$ cat src/rtl/core/cscan_disk_scheduler_unit_assert.svh
// assertion macros for the c-scan scheduler
// expect clk and rst_n in scope at the point of use
`ifndef CSCAN_DISK_SCHEDULER_UNIT_ASSERT_SVH
`define CSCAN_DISK_SCHEDULER_UNIT_ASSERT_SVH

// same-cycle implication
`define CSCAN_ASSERT_NOW(label, ante, cons, msg) \
    label: assert property (@(posedge clk) disable iff (!rst_n) (ante) |-> (cons)) \
        else $error(msg);

// next-cycle implication
`define CSCAN_ASSERT_NEXT(label, ante, cons, msg) \
    label: assert property (@(posedge clk) disable iff (!rst_n) (ante) |=> (cons)) \
        else $error(msg);

`endif

$ cat src/rtl/core/cscan_pkg.sv
`timescale 1ns / 1ps

package cscan_pkg;

    // cylinder number width, fixes the largest disk at 2^CYL_BITS cylinders
    localparam int CYL_BITS  = 16;
    localparam int CYL_W     = CYL_BITS;
    localparam int CYLS_W    = CYL_BITS + 1;
    localparam int MOVE_W    = 18;
    localparam int CFG_IDX_W = 2;

    // configuration register indexes
    localparam logic [CFG_IDX_W-1:0] CFG_START_HEAD     = 2'd0;
    localparam logic [CFG_IDX_W-1:0] CFG_DISK_CYLINDERS = 2'd1;
    localparam logic [CFG_IDX_W-1:0] CFG_SWEEP_UP       = 2'd2;

    localparam logic [CYL_W-1:0]  START_HEAD_RST     = '0;
    localparam logic [CYLS_W-1:0] DISK_CYLINDERS_RST = 17'h10000;
    localparam logic              SWEEP_UP_RST       = 1'b1;

    typedef struct packed {
        logic [CYL_W-1:0] request_cylinder;
        logic             last_request;
    } request_t;

    typedef struct packed {
        logic [CYL_W-1:0]  served_cylinder;
        logic [MOVE_W-1:0] movement_so_far;
        logic              final_served;
    } result_t;

    typedef struct packed {
        logic [CYL_W-1:0]  start_head;
        logic [CYLS_W-1:0] disk_cylinders;
        logic              sweep_up;
    } cfg_t;

    typedef enum logic [2:0] {
        ST_LOAD,
        ST_INS_RD,
        ST_INS_CMP,
        ST_EMIT_CHK,
        ST_EMIT_RD,
        ST_EMIT_WAIT,
        ST_TRAVEL_END,
        ST_TRAVEL_JUMP
    } state_t;

endpackage

$ cat src/rtl/core/cscan_store.sv
`timescale 1ns / 1ps

module cscan_store #(
    parameter int DEPTH = 32,
    parameter int AW    = 5
) (
    input  logic                        clk,
    input  logic                        we,
    input  logic [AW-1:0]               waddr,
    input  logic [cscan_pkg::CYL_W-1:0] wdata,
    input  logic [AW-1:0]               raddr,
    output logic [cscan_pkg::CYL_W-1:0] rdata
);

    logic [cscan_pkg::CYL_W-1:0] mem [DEPTH];
    logic [cscan_pkg::CYL_W-1:0] rdata_reg;

    always_ff @(posedge clk)
    begin
        if (we)
        begin
            mem[waddr] <= wdata;
        end
    end

    // registered read port
    always_ff @(posedge clk)
    begin
        rdata_reg <= mem[raddr];
    end

    assign rdata = rdata_reg;

endmodule

$ cat src/rtl/core/cscan_move.sv
`timescale 1ns / 1ps

module cscan_move (
    input  logic [cscan_pkg::CYL_W-1:0]  head,
    input  logic [cscan_pkg::CYL_W-1:0]  target,
    input  logic [cscan_pkg::MOVE_W-1:0] acc,
    output logic [cscan_pkg::MOVE_W-1:0] sum
);

    logic [cscan_pkg::CYL_W-1:0]  travel;
    logic [cscan_pkg::MOVE_W:0]   total;

    always_comb
    begin
        travel = (head > target) ? (head - target) : (target - head);
        total  = {1'b0, acc} + (cscan_pkg::MOVE_W + 1)'(travel);
        // saturate at all ones
        sum    = total[cscan_pkg::MOVE_W] ? '1 : total[cscan_pkg::MOVE_W-1:0];
    end

endmodule

$ cat src/rtl/core/cscan_seq.sv
`timescale 1ns / 1ps

module cscan_seq #(
    parameter int MAX_REQUESTS = 32,
    parameter int AW           = 5
) (
    input  logic                         clk,
    input  logic                         rst_n,
    input  cscan_pkg::cfg_t              cfg,
    input  logic                         request_valid,
    output logic                         request_stall,
    input  cscan_pkg::request_t          request_item,
    output logic                         result_valid,
    input  logic                         result_stall,
    output cscan_pkg::result_t           result_item,
    output logic                         mem_we,
    output logic [AW-1:0]                mem_waddr,
    output logic [cscan_pkg::CYL_W-1:0]  mem_wdata,
    output logic [AW-1:0]                mem_raddr,
    input  logic [cscan_pkg::CYL_W-1:0]  mem_rdata,
    output logic [cscan_pkg::CYL_W-1:0]  mv_head,
    output logic [cscan_pkg::CYL_W-1:0]  mv_target,
    output logic [cscan_pkg::MOVE_W-1:0] mv_acc,
    input  logic [cscan_pkg::MOVE_W-1:0] mv_sum
);

    localparam int CW = $clog2(MAX_REQUESTS + 1);
    localparam logic [cscan_pkg::CYLS_W-1:0] CYL_CAP = {1'b1, {cscan_pkg::CYL_W{1'b0}}};

    cscan_pkg::state_t state_reg, state_next;

    logic [CW-1:0] count_reg, count_next;
    logic [CW-1:0] split_reg, split_next;
    logic [CW-1:0] j_reg, j_next;
    logic [CW-1:0] pos_reg, pos_next;
    logic [CW-1:0] lim_reg, lim_next;
    logic [CW-1:0] emitted_reg, emitted_next;
    logic          phase_b_reg, phase_b_next;
    logic          last_reg, last_next;
    logic          out_valid_reg, out_valid_next;

    logic [cscan_pkg::CYL_W-1:0]  val_reg, val_next;
    logic [cscan_pkg::CYL_W-1:0]  head_reg, head_next;
    logic [cscan_pkg::MOVE_W-1:0] move_reg, move_next;
    cscan_pkg::result_t           out_item_reg, out_item_next;

    logic [cscan_pkg::CYLS_W-1:0] cyls_one, cyls_cap, top_wide;
    logic [cscan_pkg::CYL_W-1:0]  top;
    logic [cscan_pkg::CYL_W-1:0]  clamped;
    logic [CW-1:0]                j_dec, pos_dec, pos_inc;
    logic [CW-1:0]                count_inc, split_inc, emitted_inc;
    logic                         batch_end;
    logic                         finish;

    // top cylinder and clamp of the incoming request
    always_comb
    begin
        cyls_one = (cfg.disk_cylinders == '0) ? 17'd1 : cfg.disk_cylinders;
        cyls_cap = (cyls_one > CYL_CAP) ? CYL_CAP : cyls_one;
        top_wide = cyls_cap - 17'd1;
        top      = top_wide[cscan_pkg::CYL_W-1:0];
        clamped  = (request_item.request_cylinder > top) ? top
                                                         : request_item.request_cylinder;
    end

    always_comb
    begin
        j_dec       = j_reg - CW'(1);
        pos_dec     = pos_reg - CW'(1);
        pos_inc     = pos_reg + CW'(1);
        count_inc   = count_reg + CW'(1);
        split_inc   = (val_reg <= cfg.start_head) ? (split_reg + CW'(1)) : split_reg;
        emitted_inc = emitted_reg + CW'(1);
        batch_end   = last_reg || (count_inc == CW'(MAX_REQUESTS));
    end

    always_ff @(posedge clk or negedge rst_n)
    begin
        if (!rst_n)
        begin
            state_reg     <= cscan_pkg::ST_LOAD;
            count_reg     <= '0;
            split_reg     <= '0;
            j_reg         <= '0;
            pos_reg       <= '0;
            lim_reg       <= '0;
            emitted_reg   <= '0;
            phase_b_reg   <= 1'b0;
            last_reg      <= 1'b0;
            out_valid_reg <= 1'b0;
        end
        else
        begin
            state_reg     <= state_next;
            count_reg     <= count_next;
            split_reg     <= split_next;
            j_reg         <= j_next;
            pos_reg       <= pos_next;
            lim_reg       <= lim_next;
            emitted_reg   <= emitted_next;
            phase_b_reg   <= phase_b_next;
            last_reg      <= last_next;
            out_valid_reg <= out_valid_next;
        end
    end

    always_ff @(posedge clk)
    begin
        val_reg      <= val_next;
        head_reg     <= head_next;
        move_reg     <= move_next;
        out_item_reg <= out_item_next;
    end

    always_comb
    begin
        state_next     = state_reg;
        count_next     = count_reg;
        split_next     = split_reg;
        j_next         = j_reg;
        pos_next       = pos_reg;
        lim_next       = lim_reg;
        emitted_next   = emitted_reg;
        phase_b_next   = phase_b_reg;
        last_next      = last_reg;
        out_valid_next = out_valid_reg;
        val_next       = val_reg;
        head_next      = head_reg;
        move_next      = move_reg;
        out_item_next  = out_item_reg;
        finish         = 1'b0;

        mem_we    = 1'b0;
        mem_waddr = j_reg[AW-1:0];
        mem_wdata = val_reg;
        mem_raddr = j_dec[AW-1:0];
        mv_head   = head_reg;
        mv_target = mem_rdata;
        mv_acc    = move_reg;

        case (state_reg)
            cscan_pkg::ST_LOAD:
            begin
                if (request_valid)
                begin
                    val_next   = clamped;
                    last_next  = request_item.last_request;
                    j_next     = count_reg;
                    state_next = cscan_pkg::ST_INS_RD;
                end
            end

            // insertion: read the entry below the hole
            cscan_pkg::ST_INS_RD:
            begin
                if (j_reg == '0)
                begin
                    finish = 1'b1;
                end
                else
                begin
                    mem_raddr  = j_dec[AW-1:0];
                    state_next = cscan_pkg::ST_INS_CMP;
                end
            end

            // shift the larger entry up or drop the new value in
            cscan_pkg::ST_INS_CMP:
            begin
                if (mem_rdata > val_reg)
                begin
                    mem_we     = 1'b1;
                    mem_waddr  = j_reg[AW-1:0];
                    mem_wdata  = mem_rdata;
                    j_next     = j_dec;
                    state_next = cscan_pkg::ST_INS_RD;
                end
                else
                begin
                    finish = 1'b1;
                end
            end

            cscan_pkg::ST_EMIT_CHK:
            begin
                if (pos_reg != lim_reg)
                begin
                    mem_raddr  = cfg.sweep_up ? pos_reg[AW-1:0] : pos_dec[AW-1:0];
                    state_next = cscan_pkg::ST_EMIT_RD;
                end
                else if (!phase_b_reg)
                begin
                    state_next = cscan_pkg::ST_TRAVEL_END;
                end
                else
                begin
                    count_next = '0;
                    split_next = '0;
                    state_next = cscan_pkg::ST_LOAD;
                end
            end

            cscan_pkg::ST_EMIT_RD:
            begin
                mv_target      = mem_rdata;
                head_next      = mem_rdata;
                move_next      = mv_sum;
                out_valid_next = 1'b1;
                out_item_next.served_cylinder = mem_rdata;
                out_item_next.movement_so_far = mv_sum;
                out_item_next.final_served    = (emitted_inc == count_reg);
                emitted_next   = emitted_inc;
                pos_next       = cfg.sweep_up ? pos_inc : pos_dec;
                state_next     = cscan_pkg::ST_EMIT_WAIT;
            end

            cscan_pkg::ST_EMIT_WAIT:
            begin
                if (!result_stall)
                begin
                    out_valid_next = 1'b0;
                    state_next     = cscan_pkg::ST_EMIT_CHK;
                end
            end

            // travel to the far end of the sweep
            cscan_pkg::ST_TRAVEL_END:
            begin
                mv_target  = cfg.sweep_up ? top : '0;
                head_next  = mv_target;
                move_next  = mv_sum;
                state_next = cscan_pkg::ST_TRAVEL_JUMP;
            end

            // jump to the opposite end, then serve the other side
            cscan_pkg::ST_TRAVEL_JUMP:
            begin
                mv_target    = cfg.sweep_up ? '0 : top;
                head_next    = mv_target;
                move_next    = mv_sum;
                phase_b_next = 1'b1;
                pos_next     = cfg.sweep_up ? '0 : count_reg;
                lim_next     = split_reg;
                state_next   = cscan_pkg::ST_EMIT_CHK;
            end

            default:
            begin
                state_next = cscan_pkg::ST_LOAD;
            end
        endcase

        if (finish)
        begin
            mem_we     = 1'b1;
            mem_waddr  = j_reg[AW-1:0];
            mem_wdata  = val_reg;
            count_next = count_inc;
            split_next = split_inc;
            if (batch_end)
            begin
                head_next    = cfg.start_head;
                move_next    = '0;
                emitted_next = '0;
                phase_b_next = 1'b0;
                pos_next     = split_inc;
                lim_next     = cfg.sweep_up ? count_inc : '0;
                state_next   = cscan_pkg::ST_EMIT_CHK;
            end
            else
            begin
                state_next = cscan_pkg::ST_LOAD;
            end
        end
    end

    assign request_stall = (state_reg != cscan_pkg::ST_LOAD);
    assign result_valid  = out_valid_reg;
    assign result_item   = out_item_reg;

endmodule

$ cat src/rtl/core/cscan_disk_scheduler_unit.sv
`timescale 1ns / 1ps

// c-scan disk scheduler: takes a batch of cylinder requests (the last one
// flagged, or the one that fills the store) and then returns them in c-scan
// service order, each with the cumulative head movement, the last one flagged
// final. each request is clamped to the top cylinder and insertion-sorted into
// a store with one write port and a registered read port: loading a request
// reads the stored entries from the top down, shifting up each one larger
// than it, then writes the request into the hole. after the batch ends, each
// result is read from the store, has its travel added by the one shared
// distance/saturating-add unit and is held until the result side takes it;
// the travel to the end of the sweep and the jump come between the two sides.
// the request channel is stalled from acceptance of a request until its
// insertion is done, and through the whole emission of a batch. the store
// needs no clearing pass after reset. configuration is written at any time
// through the cfg port (always ready); it must only change between batches.
module cscan_disk_scheduler_unit #(
    parameter int MAX_REQUESTS = 32
) (
    input  logic                              clk,
    input  logic                              rst_n,
    input  logic                              request_valid,
    output logic                              request_stall,
    input  cscan_pkg::request_t               request_item,
    output logic                              result_valid,
    input  logic                              result_stall,
    output cscan_pkg::result_t                result_item,
    input  logic                              cfg_valid,
    output logic                              cfg_ready,
    input  logic [cscan_pkg::CFG_IDX_W-1:0]   cfg_index,
    input  logic [cscan_pkg::CYLS_W-1:0]      cfg_data
);

    `include "cscan_disk_scheduler_unit_assert.svh"

    // store address width, at least one bit
    localparam int AW = (MAX_REQUESTS > 1) ? $clog2(MAX_REQUESTS) : 1;

    // configuration registers
    logic [cscan_pkg::CYL_W-1:0]  start_head_reg;
    logic [cscan_pkg::CYLS_W-1:0] disk_cylinders_reg;
    logic                         sweep_up_reg;
    cscan_pkg::cfg_t              cfg;

    // store port
    logic                         mem_we;
    logic [AW-1:0]                mem_waddr;
    logic [cscan_pkg::CYL_W-1:0]  mem_wdata;
    logic [AW-1:0]                mem_raddr;
    logic [cscan_pkg::CYL_W-1:0]  mem_rdata;

    // shared movement unit
    logic [cscan_pkg::CYL_W-1:0]  mv_head;
    logic [cscan_pkg::CYL_W-1:0]  mv_target;
    logic [cscan_pkg::MOVE_W-1:0] mv_acc;
    logic [cscan_pkg::MOVE_W-1:0] mv_sum;

    assign cfg_ready = 1'b1;

    // writes to an index past the register list are dropped
    always_ff @(posedge clk or negedge rst_n)
    begin
        if (!rst_n)
        begin
            start_head_reg     <= cscan_pkg::START_HEAD_RST;
            disk_cylinders_reg <= cscan_pkg::DISK_CYLINDERS_RST;
            sweep_up_reg       <= cscan_pkg::SWEEP_UP_RST;
        end
        else if (cfg_valid && cfg_ready)
        begin
            case (cfg_index)
                cscan_pkg::CFG_START_HEAD:
                begin
                    start_head_reg <= cfg_data[cscan_pkg::CYL_W-1:0];
                end
                cscan_pkg::CFG_DISK_CYLINDERS:
                begin
                    disk_cylinders_reg <= cfg_data;
                end
                cscan_pkg::CFG_SWEEP_UP:
                begin
                    sweep_up_reg <= cfg_data[0];
                end
                default:
                begin
                end
            endcase
        end
    end

    assign cfg = '{start_head:     start_head_reg,
                   disk_cylinders: disk_cylinders_reg,
                   sweep_up:       sweep_up_reg};

    // sorted request store
    cscan_store #(
        .DEPTH (MAX_REQUESTS),
        .AW    (AW)
    ) u_store (
        .clk   (clk),
        .we    (mem_we),
        .waddr (mem_waddr),
        .wdata (mem_wdata),
        .raddr (mem_raddr),
        .rdata (mem_rdata)
    );

    // distance plus saturating accumulate, shared by every head move
    cscan_move u_move (
        .head   (mv_head),
        .target (mv_target),
        .acc    (mv_acc),
        .sum    (mv_sum)
    );

    // insertion and emission sequencer, owns the result register
    cscan_seq #(
        .MAX_REQUESTS (MAX_REQUESTS),
        .AW           (AW)
    ) u_seq (
        .clk           (clk),
        .rst_n         (rst_n),
        .cfg           (cfg),
        .request_valid (request_valid),
        .request_stall (request_stall),
        .request_item  (request_item),
        .result_valid  (result_valid),
        .result_stall  (result_stall),
        .result_item   (result_item),
        .mem_we        (mem_we),
        .mem_waddr     (mem_waddr),
        .mem_wdata     (mem_wdata),
        .mem_raddr     (mem_raddr),
        .mem_rdata     (mem_rdata),
        .mv_head       (mv_head),
        .mv_target     (mv_target),
        .mv_acc        (mv_acc),
        .mv_sum        (mv_sum)
    );

    // no result pending while the block takes requests
    `CSCAN_ASSERT_NOW(a_load_no_result, !request_stall, !result_valid,
        "result pending while loading")

    // a new result only shows while requests are held off
    `CSCAN_ASSERT_NOW(a_result_busy, $rose(result_valid), request_stall,
        "result raised while taking requests")

    // nothing follows the final result of a batch
    `CSCAN_ASSERT_NEXT(a_final_last,
        result_valid && !result_stall && result_item.final_served, !result_valid,
        "result after final of batch")

endmodule

$ cat config.mk
export PLATFORM = sky130hd
export DESIGN_NAME = cscan_disk_scheduler_unit
export DESIGN_NICKNAME = d
export VERILOG_FILES = /design/src/rtl/core/cscan_pkg.sv /design/src/rtl/core/cscan_store.sv /design/src/rtl/core/cscan_move.sv /design/src/rtl/core/cscan_seq.sv /design/src/rtl/core/cscan_disk_scheduler_unit.sv
export VERILOG_INCLUDE_DIRS = /design/src /design/src/rtl/core
export SDC_FILE = /design/constraint.sdc
export NUM_CORES = 1
export LEC_CHECK = 0
export BUFFER_PORTS_ARGS = -buffer_cell sky130_fd_sc_hd__buf_2
export CORE_MARGIN = 2
export CORE_UTILIZATION = 63
export DETAILED_ROUTE_END_ITERATION = 10
export PLACE_DENSITY = 0.89
export SYNTH_ARGS = -nofsm -noshare
export SYNTH_HDL_FRONTEND = slang
export SYNTH_SLANG_ARGS = --single-unit
$ cat constraint.sdc
create_clock -name clk -period 8.9 [get_ports clk]
set_input_delay 0 -clock clk [delete_from_list [all_inputs] [get_ports clk]]
set_output_delay 0 -clock clk [all_outputs]
set_load 0.01 [all_outputs]
==> results.toml <==
[global_route]
grt_max_degree = 255
grt-ovfl-total = 0
antenna_found_initial = 0
grt_pass1_vias = 23200
grt_use_total_pct = 33.2
grt_pass1_wl_um = 132000

[clock_network]
cts_buffer_depth = 3
clkLatencyLatePin_ns = 0.63
postCtsSetupBuffers = 0
tritoncts = "built"
root_buffer = "clkbuf_16"
clock-sinks = 689
cts_buffers = 70
cts_hold_buf = 64
htreeDepth = 3
clk_pin_slew_ns = 0.06
cts-resized-gates = 0

[route]
vias_per_cell = 6.70
wl_per_cell_um = 25.2
drc_errors = 0
ant_nets = 0
wirelength_um = 87700
vias = 23300
drtIter0Drc = 3343
drt_first_pass_iters = 6

[floorplan]
io_pins = 79
die_w_um = 229
row_count = 82
chipHeight_um = 229
start_util_pct = 63.6
core_region_area_mm2 = 0.0500
fp.dieArea_mm2 = 0.0522

[place]
dp_hpwl_um = 52200
io_buffers = 77
place_congestion = 0.959

[setup_path]
crit_type = "flip-flop to flip-flop"
start_kind = "flip-flop"
critPathSlowestCell = "a21oi_2"
critPathBufInv = 1
cp_top_family = "compound AO/OA/AOI/OAI gates"
required_ns = 9.41
arrival_ns = 8.65
crit_fanout = 12
end_kind = "flip-flop"
critical-path-max-stage-delay_ns = 0.52

[timing]
hold_viol = 0
timing.final.crit_share_pct = 91.4
setup_violations = 0
drv_slew = 0
period_minus_slack_ns = 8.14
fmax_mhz = 123
worst_slew_pin_slew_ns = 1.19
fin_setup_tns_ns = 0
maxSlewHeadroom_pct = 20.3
rsz0062_at_grt = "no"
finClkSkew_ns = 0.0264

[final_layout]
antenna_cells = 0
largest_register_ffs = 512
final_common_cell = "edfxtp_1"
fill_cells = 3163
largest_register = "u_store.mem"
final_cell_mix = "563 x edfxtp_1, 470 x nand2_1, 197 x a21oi_1"
final_nets = 2910
area_growth_syn_to_layout_pct = 11.6
drive_gt1_share_pct = 11.1

[yosys]
netlist_instances = 2657
yosysWarnings = 0
ys_async_sr_fraction_pct = 11.0
ys_seq_area_share_pct = 62.3
synthTopCellsByArea = "edfxtp_1 53%, dfrtp_1 5.8%, nand2_1 5.6%"
synth_top_area_share_pct = 53.2
ys_ff_latch = 689
synthesis.area_mm2 = 0.0318
avgSynthCellArea_um2 = 12.0
synth-edff-count = 563
post-synth-top-area-cell = "edfxtp_1"
synth.distinct_cells = 80
ys.flop_type = "edfxtp_1"
synth.net_count = 2809

[worst_hold_path]
min_path_type = "primary input to asynchronous set/reset pin"

[status]
status = "completed"

[job]
cap_viol_max_count = 0
==> metrics by stage <==
step | cells | hold WS (ns) | utilization (%) | setup slack (ns) | area [um2]
floorplan | 2657 | -0.296 | - | 2.53 | 31800
global placement | 3294 | -0.151 | 65.2 | 1.24 | 32600
detailed placement | 3294 | -0.153 | 65.2 | 1.03 | 32600
CTS | 3482 | 0.129 | 71.0 | 0.929 | 35500
global route | 3482 | 0.166 | 71.0 | 0.317 | 35500
finish | 3482 | 0.124 | 71.0 | 0.762 | 35500
==> cell usage after synthesis, drive strengths merged, types with 5 or more instances <==
cell type and instances:
mux2 54, nor3b 6, edfxtp 563, o22ai 67
a211oi 8, and2 10, a21oi 198, or3 6
dfxtp 50, or4 5, ha 108, o21a 13
nand3b 7, o21ai 82, a21o 44, clkbuf 56
o21bai 6, a31oi 20, nand3 29, nand4 20
a222oi 5, a22oi 6, a32oi 127, o211ai 10
mux2i 44, nor3 36, or2 13, nor4 25
nand2b 13, nand2 470, and3 14, xnor2 36
nor2 128, xor2 30, inv 106, a221oi 13
buf 100, dfrtp 74, nor2b 9
==> metal layers <==
layer | global-route usage (%) | share of wire [%]
met5 | 0 | 0
met3 | 7.56 | 10
met4 | 20.3 | 6.5
met2 | 53.8 | 48
met1 | 40.8 | 36
==> area by class of cell <==
| type | count | area (um2) | share of cell area, % |
|---|---|---|---|
| Clock buffer | 93 | 1950 | 5.50 |
| Clock inverter | 31 | 282 | 0.794 |
| Inverter | 106 | 398 | 1.12 |
| Multi-Input combinational cell | 1706 | 10800 | 30.5 |
| Sequential cell | 689 | 19800 | 55.9 |
| Tap cell | 672 | 841 | 2.37 |
| Timing Repair Buffer | 185 | 1370 | 3.87 |
==> path summary, 6_finish.rpt <==
kind / slack, ns / from / end / depth (start not counted)
setup / recovery: 0.76 / disk_cylinders_reg[7] / u_seq.mv_acc[1] / 27
hold / removal: 0.12 / rst_n / disk_cylinders_reg[8] / 3
setup reg to reg: 0.76 / disk_cylinders_reg[7] / u_seq.mv_acc[1] / 27
hold reg to reg: 0.51 / u_seq.mv_acc[14] / u_seq.mv_acc[14] / 2
max in group asynchronous: 8.08 / rst_n / disk_cylinders_reg[16] / 3
min in group clk: 0.16 / cfg_data[16] / disk_cylinders_reg[16] / 3
==> tightest hold or removal path, cell delays in order <==
cell and delay, ns:
dlygate4sd3_1 0.53, buf_4 0.11, buf_4 0.64
==> kinds of logic (layout without fill, tap and decap cells) <==
family	count (synthesis)	in the layout	synth area share, %
XOR/XNOR	66	66	1.84
multiplexers	98	98	3.34
other	1	1	0.0118
adder cells (fa/ha/maj)	111	111	4.44
buffers and inverters	262	415	3.79
flip-flops	689	689	62.3
AND/OR/NAND/NOR	799	799	11.1
AO/OA/AOI/OAI	631	631	13.2
Power is left out: the tool's default activity adds up to more than one toggle a clock period on the data nets, which glitch-free logic cannot reach.
